===== src/hdl/nidbb_pkg.sv =====
// ----------------------------------------------------------------------------
// nidbb_pkg
// shared constants, beat types and controller/datapath interface structs for
// the newest-id bounded buffer
// ----------------------------------------------------------------------------
`default_nettype none

package nidbb_pkg;

    // built depth of the record store
    localparam int DEPTH = 16;
    localparam int IDX_W = (DEPTH > 1) ? $clog2(DEPTH) : 1;
    localparam int CNT_W = $clog2(DEPTH + 1);

    // field widths of the beats
    localparam int OP_W  = 2;
    localparam int ID_W  = 31;
    localparam int REF_W = 16;
    localparam int ST_W  = 3;
    localparam int ENT_W = 5;
    localparam int CAP_W = 5;

    // operation codes
    localparam logic [OP_W-1:0] OP_ADD   = 2'd0;
    localparam logic [OP_W-1:0] OP_READ  = 2'd1;
    localparam logic [OP_W-1:0] OP_CLEAR = 2'd2;

    // result status codes
    localparam logic [ST_W-1:0] ST_STORED  = 3'd0;
    localparam logic [ST_W-1:0] ST_EVICTED = 3'd1;
    localparam logic [ST_W-1:0] ST_DROPPED = 3'd2;
    localparam logic [ST_W-1:0] ST_ENTRY   = 3'd3;
    localparam logic [ST_W-1:0] ST_EMPTY   = 3'd4;
    localparam logic [ST_W-1:0] ST_CLEARED = 3'd5;

    localparam logic [CAP_W-1:0] CAP_RESET = 5'd16;

    typedef struct packed {
        logic [OP_W-1:0]  op;
        logic [ID_W-1:0]  chunk_id;
        logic [REF_W-1:0] payload_ref;
    } in_t;

    typedef struct packed {
        logic [ST_W-1:0]  status;
        logic [ID_W-1:0]  out_id;
        logic [REF_W-1:0] out_ref;
        logic [ENT_W-1:0] entry_count;
        logic             last;
    } out_t;

    typedef struct packed {
        logic [ID_W-1:0]  id;
        logic [REF_W-1:0] ref_val;
    } rec_t;

    // controller to datapath
    typedef struct packed {
        logic             load_in;
        logic             scan_start;
        logic             rd_en;
        logic [IDX_W-1:0] addr;
        logic             store;
        logic             resolve;
        logic             emit_entry;
        logic             sort_last;
        logic             emit_empty;
        logic             clear;
    } cmd_t;

    // datapath to controller
    typedef struct packed {
        logic [OP_W-1:0]  op;
        logic             full;
        logic             empty;
        logic             out_free;
        logic [CNT_W-1:0] count;
    } sts_t;

    // capacity as used: zero acts as one, above the depth acts as the depth
    function automatic logic [CNT_W-1:0] eff_cap(input logic [CAP_W-1:0] v);
        logic [CNT_W-1:0] r;
        if (v == '0)
            r = CNT_W'(1);
        else if (int'(v) > DEPTH)
            r = CNT_W'(DEPTH);
        else
            r = CNT_W'(v);
        return r;
    endfunction

endpackage

`default_nettype wire


===== src/hdl/newest_id_bounded_buffer.sv =====
// throughput: one operation at a time; the slot scan reads one slot per cycle
//   from the record memory, once per emitted record on a read
// reset: asynchronous, store empty, capacity 16, no result pending
// ----------------------------------------------------------------------------
// newest_id_bounded_buffer
// bounded record store that keeps the highest sequence ids, evicting the
// lowest when full, with sorted read-out and clear
// ----------------------------------------------------------------------------
`default_nettype none

module newest_id_bounded_buffer (
    input  wire logic                        clk,
    input  wire logic                        rst_n,
    input  wire logic                        in_valid,
    output logic                             in_stall,
    input  nidbb_pkg::in_t                   in_data,
    output logic                             out_valid,
    input  wire logic                        out_stall,
    output nidbb_pkg::out_t                  out_data,
    input  wire logic                        cfg_wr_en,
    input  wire logic [nidbb_pkg::CAP_W-1:0] cfg_wr_data
);

    nidbb_pkg::cmd_t cmd;
    nidbb_pkg::sts_t sts;

    nidbb_ctrl u_ctrl (
        .clk      (clk),
        .rst_n    (rst_n),
        .in_valid (in_valid),
        .in_stall (in_stall),
        .sts      (sts),
        .cmd      (cmd)
    );

    nidbb_dp u_dp (
        .clk         (clk),
        .rst_n       (rst_n),
        .in_data     (in_data),
        .cfg_wr_en   (cfg_wr_en),
        .cfg_wr_data (cfg_wr_data),
        .cmd         (cmd),
        .sts         (sts),
        .out_valid   (out_valid),
        .out_stall   (out_stall),
        .out_data    (out_data)
    );

endmodule

`default_nettype wire


===== src/hdl/nidbb_ctrl.sv =====
// ----------------------------------------------------------------------------
// nidbb_ctrl
// sequencer: decodes the held operation, walks the slot scans and the sort
// passes, and paces result beats against the output register
// ----------------------------------------------------------------------------
`default_nettype none

module nidbb_ctrl (
    input  wire logic            clk,
    input  wire logic            rst_n,
    input  wire logic            in_valid,
    output logic                 in_stall,
    input  nidbb_pkg::sts_t      sts,
    output nidbb_pkg::cmd_t      cmd
);

    localparam logic [3:0] S_IDLE    = 4'd0;
    localparam logic [3:0] S_DECODE  = 4'd1;
    localparam logic [3:0] S_STORE   = 4'd2;
    localparam logic [3:0] S_SCAN    = 4'd3;
    localparam logic [3:0] S_DRAIN   = 4'd4;
    localparam logic [3:0] S_REPLACE = 4'd5;
    localparam logic [3:0] S_ENTRY   = 4'd6;
    localparam logic [3:0] S_EMPTY   = 4'd7;
    localparam logic [3:0] S_CLEAR   = 4'd8;

    logic [3:0]                  state_reg, state_next;
    logic [nidbb_pkg::IDX_W-1:0] scan_idx_reg, scan_idx_next;
    logic [nidbb_pkg::IDX_W-1:0] pass_idx_reg, pass_idx_next;
    logic                        scan_last, pass_last;

    assign scan_last = (nidbb_pkg::CNT_W'(scan_idx_reg) + nidbb_pkg::CNT_W'(1)) == sts.count;
    assign pass_last = (nidbb_pkg::CNT_W'(pass_idx_reg) + nidbb_pkg::CNT_W'(1)) == sts.count;
    assign in_stall  = (state_reg != S_IDLE);

    always_comb
    begin
        cmd           = '0;
        cmd.addr      = scan_idx_reg;
        state_next    = state_reg;
        scan_idx_next = scan_idx_reg;
        pass_idx_next = pass_idx_reg;
        unique case (state_reg)
            S_IDLE:
            begin
                if (in_valid)
                begin
                    cmd.load_in = 1'b1;
                    state_next  = S_DECODE;
                end
            end
            S_DECODE:
            begin
                scan_idx_next = '0;
                pass_idx_next = '0;
                unique case (sts.op)
                    nidbb_pkg::OP_ADD:
                    begin
                        if (sts.full)
                        begin
                            cmd.scan_start = 1'b1;
                            state_next     = S_SCAN;
                        end
                        else
                            state_next = S_STORE;
                    end
                    nidbb_pkg::OP_READ:
                    begin
                        if (sts.empty)
                            state_next = S_EMPTY;
                        else
                        begin
                            cmd.scan_start = 1'b1;
                            state_next     = S_SCAN;
                        end
                    end
                    nidbb_pkg::OP_CLEAR: state_next = S_CLEAR;
                    default:             state_next = S_IDLE;
                endcase
            end
            S_STORE:
            begin
                if (sts.out_free)
                begin
                    cmd.store  = 1'b1;
                    state_next = S_IDLE;
                end
            end
            S_SCAN:
            begin
                cmd.rd_en = 1'b1;
                if (scan_last)
                    state_next = S_DRAIN;
                else
                    scan_idx_next = scan_idx_reg + 1'b1;
            end
            S_DRAIN:
            begin
                // last read beat is compared during this cycle
                state_next = (sts.op == nidbb_pkg::OP_READ) ? S_ENTRY : S_REPLACE;
            end
            S_REPLACE:
            begin
                if (sts.out_free)
                begin
                    cmd.resolve = 1'b1;
                    state_next  = S_IDLE;
                end
            end
            S_ENTRY:
            begin
                cmd.addr      = pass_idx_reg;
                cmd.sort_last = pass_last;
                if (sts.out_free)
                begin
                    cmd.emit_entry = 1'b1;
                    if (pass_last)
                        state_next = S_IDLE;
                    else
                    begin
                        pass_idx_next  = pass_idx_reg + 1'b1;
                        scan_idx_next  = '0;
                        cmd.scan_start = 1'b1;
                        state_next     = S_SCAN;
                    end
                end
            end
            S_EMPTY:
            begin
                if (sts.out_free)
                begin
                    cmd.emit_empty = 1'b1;
                    state_next     = S_IDLE;
                end
            end
            S_CLEAR:
            begin
                if (sts.out_free)
                begin
                    cmd.clear  = 1'b1;
                    state_next = S_IDLE;
                end
            end
            default: state_next = S_IDLE;
        endcase
    end

    always_ff @(posedge clk or negedge rst_n)
    begin
        if (!rst_n)
        begin
            state_reg    <= S_IDLE;
            scan_idx_reg <= '0;
            pass_idx_reg <= '0;
        end
        else
        begin
            state_reg    <= state_next;
            scan_idx_reg <= scan_idx_next;
            pass_idx_reg <= pass_idx_next;
        end
    end

endmodule

`default_nettype wire


===== src/hdl/nidbb_dp.sv =====
// ----------------------------------------------------------------------------
// nidbb_dp
// record store in two banks, fill count, min search and output register
// ----------------------------------------------------------------------------
`default_nettype none

module nidbb_dp (
    input  wire logic                        clk,
    input  wire logic                        rst_n,
    input  nidbb_pkg::in_t                   in_data,
    input  wire logic                        cfg_wr_en,
    input  wire logic [nidbb_pkg::CAP_W-1:0] cfg_wr_data,
    input  nidbb_pkg::cmd_t                  cmd,
    output nidbb_pkg::sts_t                  sts,
    output logic                             out_valid,
    input  wire logic                        out_stall,
    output nidbb_pkg::out_t                  out_data
);

    localparam int KEY_W = nidbb_pkg::ID_W + nidbb_pkg::IDX_W;

    // slots 0..count-1 always hold the records; banks swap after a sorted read
    nidbb_pkg::rec_t mem0 [nidbb_pkg::DEPTH];
    nidbb_pkg::rec_t mem1 [nidbb_pkg::DEPTH];

    logic [nidbb_pkg::CNT_W-1:0] cap_reg, count_reg, count_next;
    logic                        bank_reg;
    logic [nidbb_pkg::OP_W-1:0]  op_reg;
    logic [nidbb_pkg::ID_W-1:0]  nid_reg;
    logic [nidbb_pkg::REF_W-1:0] nref_reg;

    nidbb_pkg::rec_t             rd0_reg, rd1_reg, rd_rec;
    logic                        rd_valid_reg;
    logic [nidbb_pkg::IDX_W-1:0] rd_slot_reg;

    logic                        found_reg, have_last_reg;
    nidbb_pkg::rec_t             best_reg;
    logic [nidbb_pkg::IDX_W-1:0] best_slot_reg;
    logic [KEY_W-1:0]            last_key_reg;
    logic [KEY_W-1:0]            rd_key, best_key;
    logic                        take, newer;

    logic                        wr_en, wr_bank;
    logic [nidbb_pkg::IDX_W-1:0] wr_addr;
    nidbb_pkg::rec_t             wr_rec;

    logic                        out_valid_reg;
    nidbb_pkg::out_t             out_reg, out_next;
    logic                        emit;

    assign rd_rec   = bank_reg ? rd1_reg : rd0_reg;
    assign rd_key   = {rd_rec.id, rd_slot_reg};
    assign best_key = {best_reg.id, best_slot_reg};
    // next record in (id, slot) order after the one last emitted
    assign take = rd_valid_reg
                  && (!have_last_reg || (rd_key > last_key_reg))
                  && (!found_reg || (rd_key < best_key));
    assign newer = found_reg && (best_reg.id < nid_reg);

    assign sts.op       = op_reg;
    assign sts.full     = (count_reg >= cap_reg);
    assign sts.empty    = (count_reg == '0);
    assign sts.out_free = !out_valid_reg || !out_stall;
    assign sts.count    = count_reg;

    always_comb
    begin
        if (cfg_wr_en || cmd.clear)
            count_next = '0;
        else if (cmd.store)
            count_next = count_reg + 1'b1;
        else
            count_next = count_reg;
    end

    always_comb
    begin
        wr_en   = 1'b0;
        wr_bank = bank_reg;
        wr_addr = count_reg[nidbb_pkg::IDX_W-1:0];
        wr_rec  = '{id: nid_reg, ref_val: nref_reg};
        priority if (cmd.store)
            wr_en = 1'b1;
        else if (cmd.resolve)
        begin
            wr_en   = newer;
            wr_addr = best_slot_reg;
        end
        else if (cmd.emit_entry)
        begin
            wr_en   = 1'b1;
            wr_bank = ~bank_reg;
            wr_addr = cmd.addr;
            wr_rec  = best_reg;
        end
    end

    always_comb
    begin
        emit     = cmd.store || cmd.resolve || cmd.emit_entry || cmd.emit_empty || cmd.clear;
        out_next = '{status: nidbb_pkg::ST_STORED, out_id: '0, out_ref: '0,
                     entry_count: nidbb_pkg::ENT_W'(count_next), last: 1'b1};
        priority if (cmd.resolve)
        begin
            if (newer)
            begin
                out_next.status  = nidbb_pkg::ST_EVICTED;
                out_next.out_id  = best_reg.id;
                out_next.out_ref = best_reg.ref_val;
            end
            else
            begin
                out_next.status  = nidbb_pkg::ST_DROPPED;
                out_next.out_id  = nid_reg;
                out_next.out_ref = nref_reg;
            end
        end
        else if (cmd.emit_entry)
        begin
            out_next.status  = nidbb_pkg::ST_ENTRY;
            out_next.out_id  = best_reg.id;
            out_next.out_ref = best_reg.ref_val;
            out_next.last    = cmd.sort_last;
        end
        else if (cmd.emit_empty)
            out_next.status = nidbb_pkg::ST_EMPTY;
        else if (cmd.clear)
            out_next.status = nidbb_pkg::ST_CLEARED;
    end

    // store banks
    always_ff @(posedge clk)
    begin
        if (wr_en && !wr_bank)
            mem0[wr_addr] <= wr_rec;
        if (cmd.rd_en)
            rd0_reg <= mem0[cmd.addr];
    end

    always_ff @(posedge clk)
    begin
        if (wr_en && wr_bank)
            mem1[wr_addr] <= wr_rec;
        if (cmd.rd_en)
            rd1_reg <= mem1[cmd.addr];
    end

    // payload registers
    always_ff @(posedge clk)
    begin
        if (cmd.load_in)
        begin
            op_reg   <= in_data.op;
            nid_reg  <= in_data.chunk_id;
            nref_reg <= in_data.payload_ref;
        end
        rd_slot_reg <= cmd.addr;
        if (take)
        begin
            best_reg      <= rd_rec;
            best_slot_reg <= rd_slot_reg;
        end
        if (cmd.emit_entry)
            last_key_reg <= best_key;
        if (emit)
            out_reg <= out_next;
    end

    always_ff @(posedge clk or negedge rst_n)
    begin
        if (!rst_n)
        begin
            cap_reg       <= nidbb_pkg::eff_cap(nidbb_pkg::CAP_RESET);
            count_reg     <= '0;
            bank_reg      <= 1'b0;
            rd_valid_reg  <= 1'b0;
            found_reg     <= 1'b0;
            have_last_reg <= 1'b0;
            out_valid_reg <= 1'b0;
        end
        else
        begin
            if (cfg_wr_en)
                cap_reg <= nidbb_pkg::eff_cap(cfg_wr_data);
            count_reg    <= count_next;
            rd_valid_reg <= cmd.rd_en;
            if (cmd.emit_entry && cmd.sort_last)
                bank_reg <= ~bank_reg;
            if (cmd.scan_start)
                found_reg <= 1'b0;
            else if (take)
                found_reg <= 1'b1;
            if (cmd.load_in)
                have_last_reg <= 1'b0;
            else if (cmd.emit_entry)
                have_last_reg <= 1'b1;
            if (emit)
                out_valid_reg <= 1'b1;
            else if (!out_stall)
                out_valid_reg <= 1'b0;
        end
    end

    assign out_valid = out_valid_reg;
    assign out_data  = out_reg;

endmodule

`default_nettype wire


===== config.mk =====
export PLATFORM = sky130hd
export DESIGN_NAME = newest_id_bounded_buffer
export DESIGN_NICKNAME = d
export VERILOG_FILES = /design/src/hdl/nidbb_pkg.sv /design/src/hdl/newest_id_bounded_buffer.sv /design/src/hdl/nidbb_ctrl.sv /design/src/hdl/nidbb_dp.sv
export SDC_FILE = /design/constraint.sdc
export NUM_CORES = 2
export LEC_CHECK = 0
export BUFFER_PORTS_ARGS = -buffer_cell sky130_fd_sc_hd__buf_2
export CORE_UTILIZATION = 39
export DETAILED_ROUTE_END_ITERATION = 6
export MAX_ROUTING_LAYER = met4
export PLACE_DENSITY = 0.67
export REMOVE_ABC_BUFFERS = 1
export SKIP_LAST_GASP = 1
export SYNTH_ARGS = -nofsm -noshare
export SYNTH_HDL_FRONTEND = slang
export SYNTH_SLANG_ARGS = --single-unit

===== constraint.sdc =====
create_clock -name clk -period 5.9 [get_ports clk]
set_input_delay 1.18 -clock clk [delete_from_list [all_inputs] [get_ports clk]]
set_output_delay 1.18 -clock clk [all_outputs]
set_load 0.05 [all_outputs]

==> flow_summary.json <==
{
  "wl_per_cell_um": 28.8,
  "gr-usage-all-layers_pct": 21.0,
  "yosys_register_bits": 1820,
  "dp_hpwl_um": 108000,
  "path_max_fanout": 41,
  "slowest_delay_ns": 0.98,
  "syn_avg_cell_area_sq_um": 19.1,
  "period_needed_ns": 4.65,
  "syn_area_sq_mm": 0.0718,
  "fp-row-count": 157,
  "cp.buffers_inverters": 2,
  "layout_commonest_cell": "edfxtp_1",
  "reg2reg_slack_ns": 1.25,
  "r2r-start": "u_dp.bank_reg",
  "crit_path_top_delay_cell": "dfrtp_4",
  "clockBufferDepth": 3,
  "cts_tree": "yes",
  "yosys_warnings": 0,
  "place.port_buffers": 116,
  "root_buffer": "clkbuf_16",
  "end_kind": "register",
  "cts.sinks": 1820,
  "vias": 37400,
  "required_ns": 6.33,
  "ir_drop_mv": 0.270,
  "fin_nets": 4173,
  "die-area_sq_mm": 0.186,
  "die_w_um": 431,
  "worst_pin_slew_ns": 1.40,
  "area_growth_pct": 13.7,
  "fmax_mhz": 215,
  "finalWirelength_um": 190000,
  "worstSetupStartpointType": "register",
  "cts_made_buffers": 176,
  "route.detailed.drc": 0,
  "powerDensity_mw_per_mm2": 449,
  "final_layout_size_suffix_gt1_share_pct": 21.5,
  "grt_max_degree": 97,
  "cp-startpoint": "u_dp.bank_reg",
  "gp_congestion": 0.865,
  "tns_ns": 0,
  "fillers": 15500,
  "ctsResizeCount": 0,
  "synth_edf_count": 1789,
  "setup_viol": 0,
  "fin_hold_ws_ns": 0.420,
  "cts_setup_buffers": 0,
  "crit_family": "simple AND/OR/NAND/NOR gates",
  "start_util_pct": 39.2,
  "cap_violations": 0,
  "hold_class": "in -> async",
  "viasPerCell": 5.66,
  "grt_pass1_wl_um": 271000,
  "antenna_found_initial": 13,
  "r2r_end": "u_dp.best_reg[15]",
  "cts_hold_buffers": 0,
  "antenna_left": 0,
  "synth_area_leader_cell": "edfxtp_1",
  "ys_seq_area_share_pct": 75.8,
  "cp.arrival_ns": 5.08,
  "period_share_pct": 78.8,
  "ios": 117,
  "drt_first_pass_iters": 5,
  "skew_ns": 0.0328,
  "core_area_sq_mm": 0.183,
  "synth_cell_types": 61,
  "fp.dieH_um": 431,
  "crit_type": "reg -> reg",
  "netlist_top_cells_area": "edfxtp_1 (75%), mux4_2 (8.7%), mux2i_1 (4.0%), ha_1 (1.9%), nand2_1 (1.7%)",
  "clkTransAtPathRegs_ns": 0.06,
  "synth_flop_cell": "edfxtp_1",
  "finalMaxSlewViolations": 0,
  "worst-path-stages": 11,
  "crit_chain": "buf_4 -> mux2_2 -> ha_1 -> nand4_1 -> nor4_1 -> nand3_1 -> nor2_1 -> nor4_1 -> a221o_1 -> a31oi_4 -> buf_4",
  "yosysTopAreaCellShare_pct": 74.8,
  "p_leak_nw": 28.1,
  "htree_levels": 4,
  "drt_iter0_drc": 4533,
  "clock_latency_ns": 0.82,
  "rsz0062_at_grt": "false",
  "setup.worst_path.end": "u_dp.best_reg[15]",
  "synthCells": 3767,
  "layout_common_cells": "edfxtp_1 (1789), nand2_1 (326), mux2i_1 (288)",
  "grt_pass1_vias": 37600,
  "outcome": "completed",
  "maxSlewHeadroom_pct": 6.59,
  "r2r_cells": 11,
  "synthArstFlopShare_pct": 1.48,
  "grt-ovfl-total": 0,
  "final_hold_viol_count": 0
}
routing by layer:
| metal | global-route usage (%) | routed length (um) | part of all wire, % |
|---|---|---|---|
| met4 | 7.74 | 6700 | 3.5 |
| met2 | 33.7 | 94000 | 49 |
| met5 | - | 0 | 0 |
| met3 | 3.36 | 14500 | 7.6 |
| met1 | 27.0 | 75300 | 40 |
cell usage after synthesis, drive strengths merged (4+ instances only):
| library cell | number |
|---|---|
| nand2b | 7 |
| a211oi | 7 |
| o21ai | 72 |
| edfxtp | 1789 |
| a21oi | 53 |
| nor2 | 42 |
| o22ai | 99 |
| nor4 | 4 |
| a22o | 49 |
| nor3 | 45 |
| xor2 | 6 |
| and3 | 4 |
| mux4 | 279 |
| clkbuf | 69 |
| nand3 | 24 |
| inv | 119 |
| dfxtp | 4 |
| mux2 | 47 |
| buf | 117 |
| ha | 108 |
| xnor2 | 7 |
| mux2i | 290 |
| nor2b | 8 |
| dfrtp | 26 |
| a21o | 6 |
| nand2 | 329 |
| a31oi | 98 |
| nand4 | 24 |
power breakdown:
group	switching, mW	internal [mW]	total (mW)
clock network	4.80	6.06	10.9
logic	5.86	3.02	8.88
registers	0.599	16.3	16.9
logic make-up after synthesis:
logic type                 count (synthesis)  synth area share [%]
AOI/OAI and AO/OA                        403                  3.55
xor gates and xnor gates                  13                 0.159
muxes                                    616                  13.5
DFF                                     1820                  75.8
adders and majority gates                108                  1.88
buffers and inverters                    306                  2.05
and+or+nand+nor                          501                  2.98
layout make-up:
class	instances	area, sq um	share of cell area, %
sequential	1820	54500	66.7
inverter	120	473	0.579
antenna	4	10.0	0.0123
multi-input combinational	1641	16200	19.9
clock inverter	98	873	1.07
clock buffer	221	4640	5.68
tap	2464	3080	3.78
timing repair buffer	247	1880	2.30
through the flow:
step	setup slack [ns]	power [mW]	cells	instance area, sq um	utilization (%)
after floorplan	-18.07	23.3	3581	70800	-
after global placement	1.38	25.9	6292	76100	41.6
after detailed placement	1.33	26.0	6292	76100	41.6
after CTS	1.33	36.8	6611	81600	44.6
after global routing	1.05	37.9	6614	81700	44.6
final	1.25	36.6	6615	81700	44.6
worst min-delay path by stage:
| stage | slack [ns] | startpoint | end |
|---|---|---|---|
| 5_1_grt | 0.45 | rst_n | u_dp.cap_reg[1] |
| 3_5_place_dp | 0.47 | u_dp.rd_slot_reg[3] | u_dp.best_slot_reg[3] |
| 4_1_cts | 0.41 | rst_n | u_dp.cap_reg[1] |
| 2_1_floorplan | 0.41 | u_dp.rd_slot_reg[0] | u_dp.best_slot_reg[0] |
| 3_3_place_gp | 0.47 | u_dp.rd_slot_reg[2] | u_dp.best_slot_reg[2] |
| 6_report | 0.42 | rst_n | u_dp.cap_reg[1] |
Power figures use the tool's default switching activity.
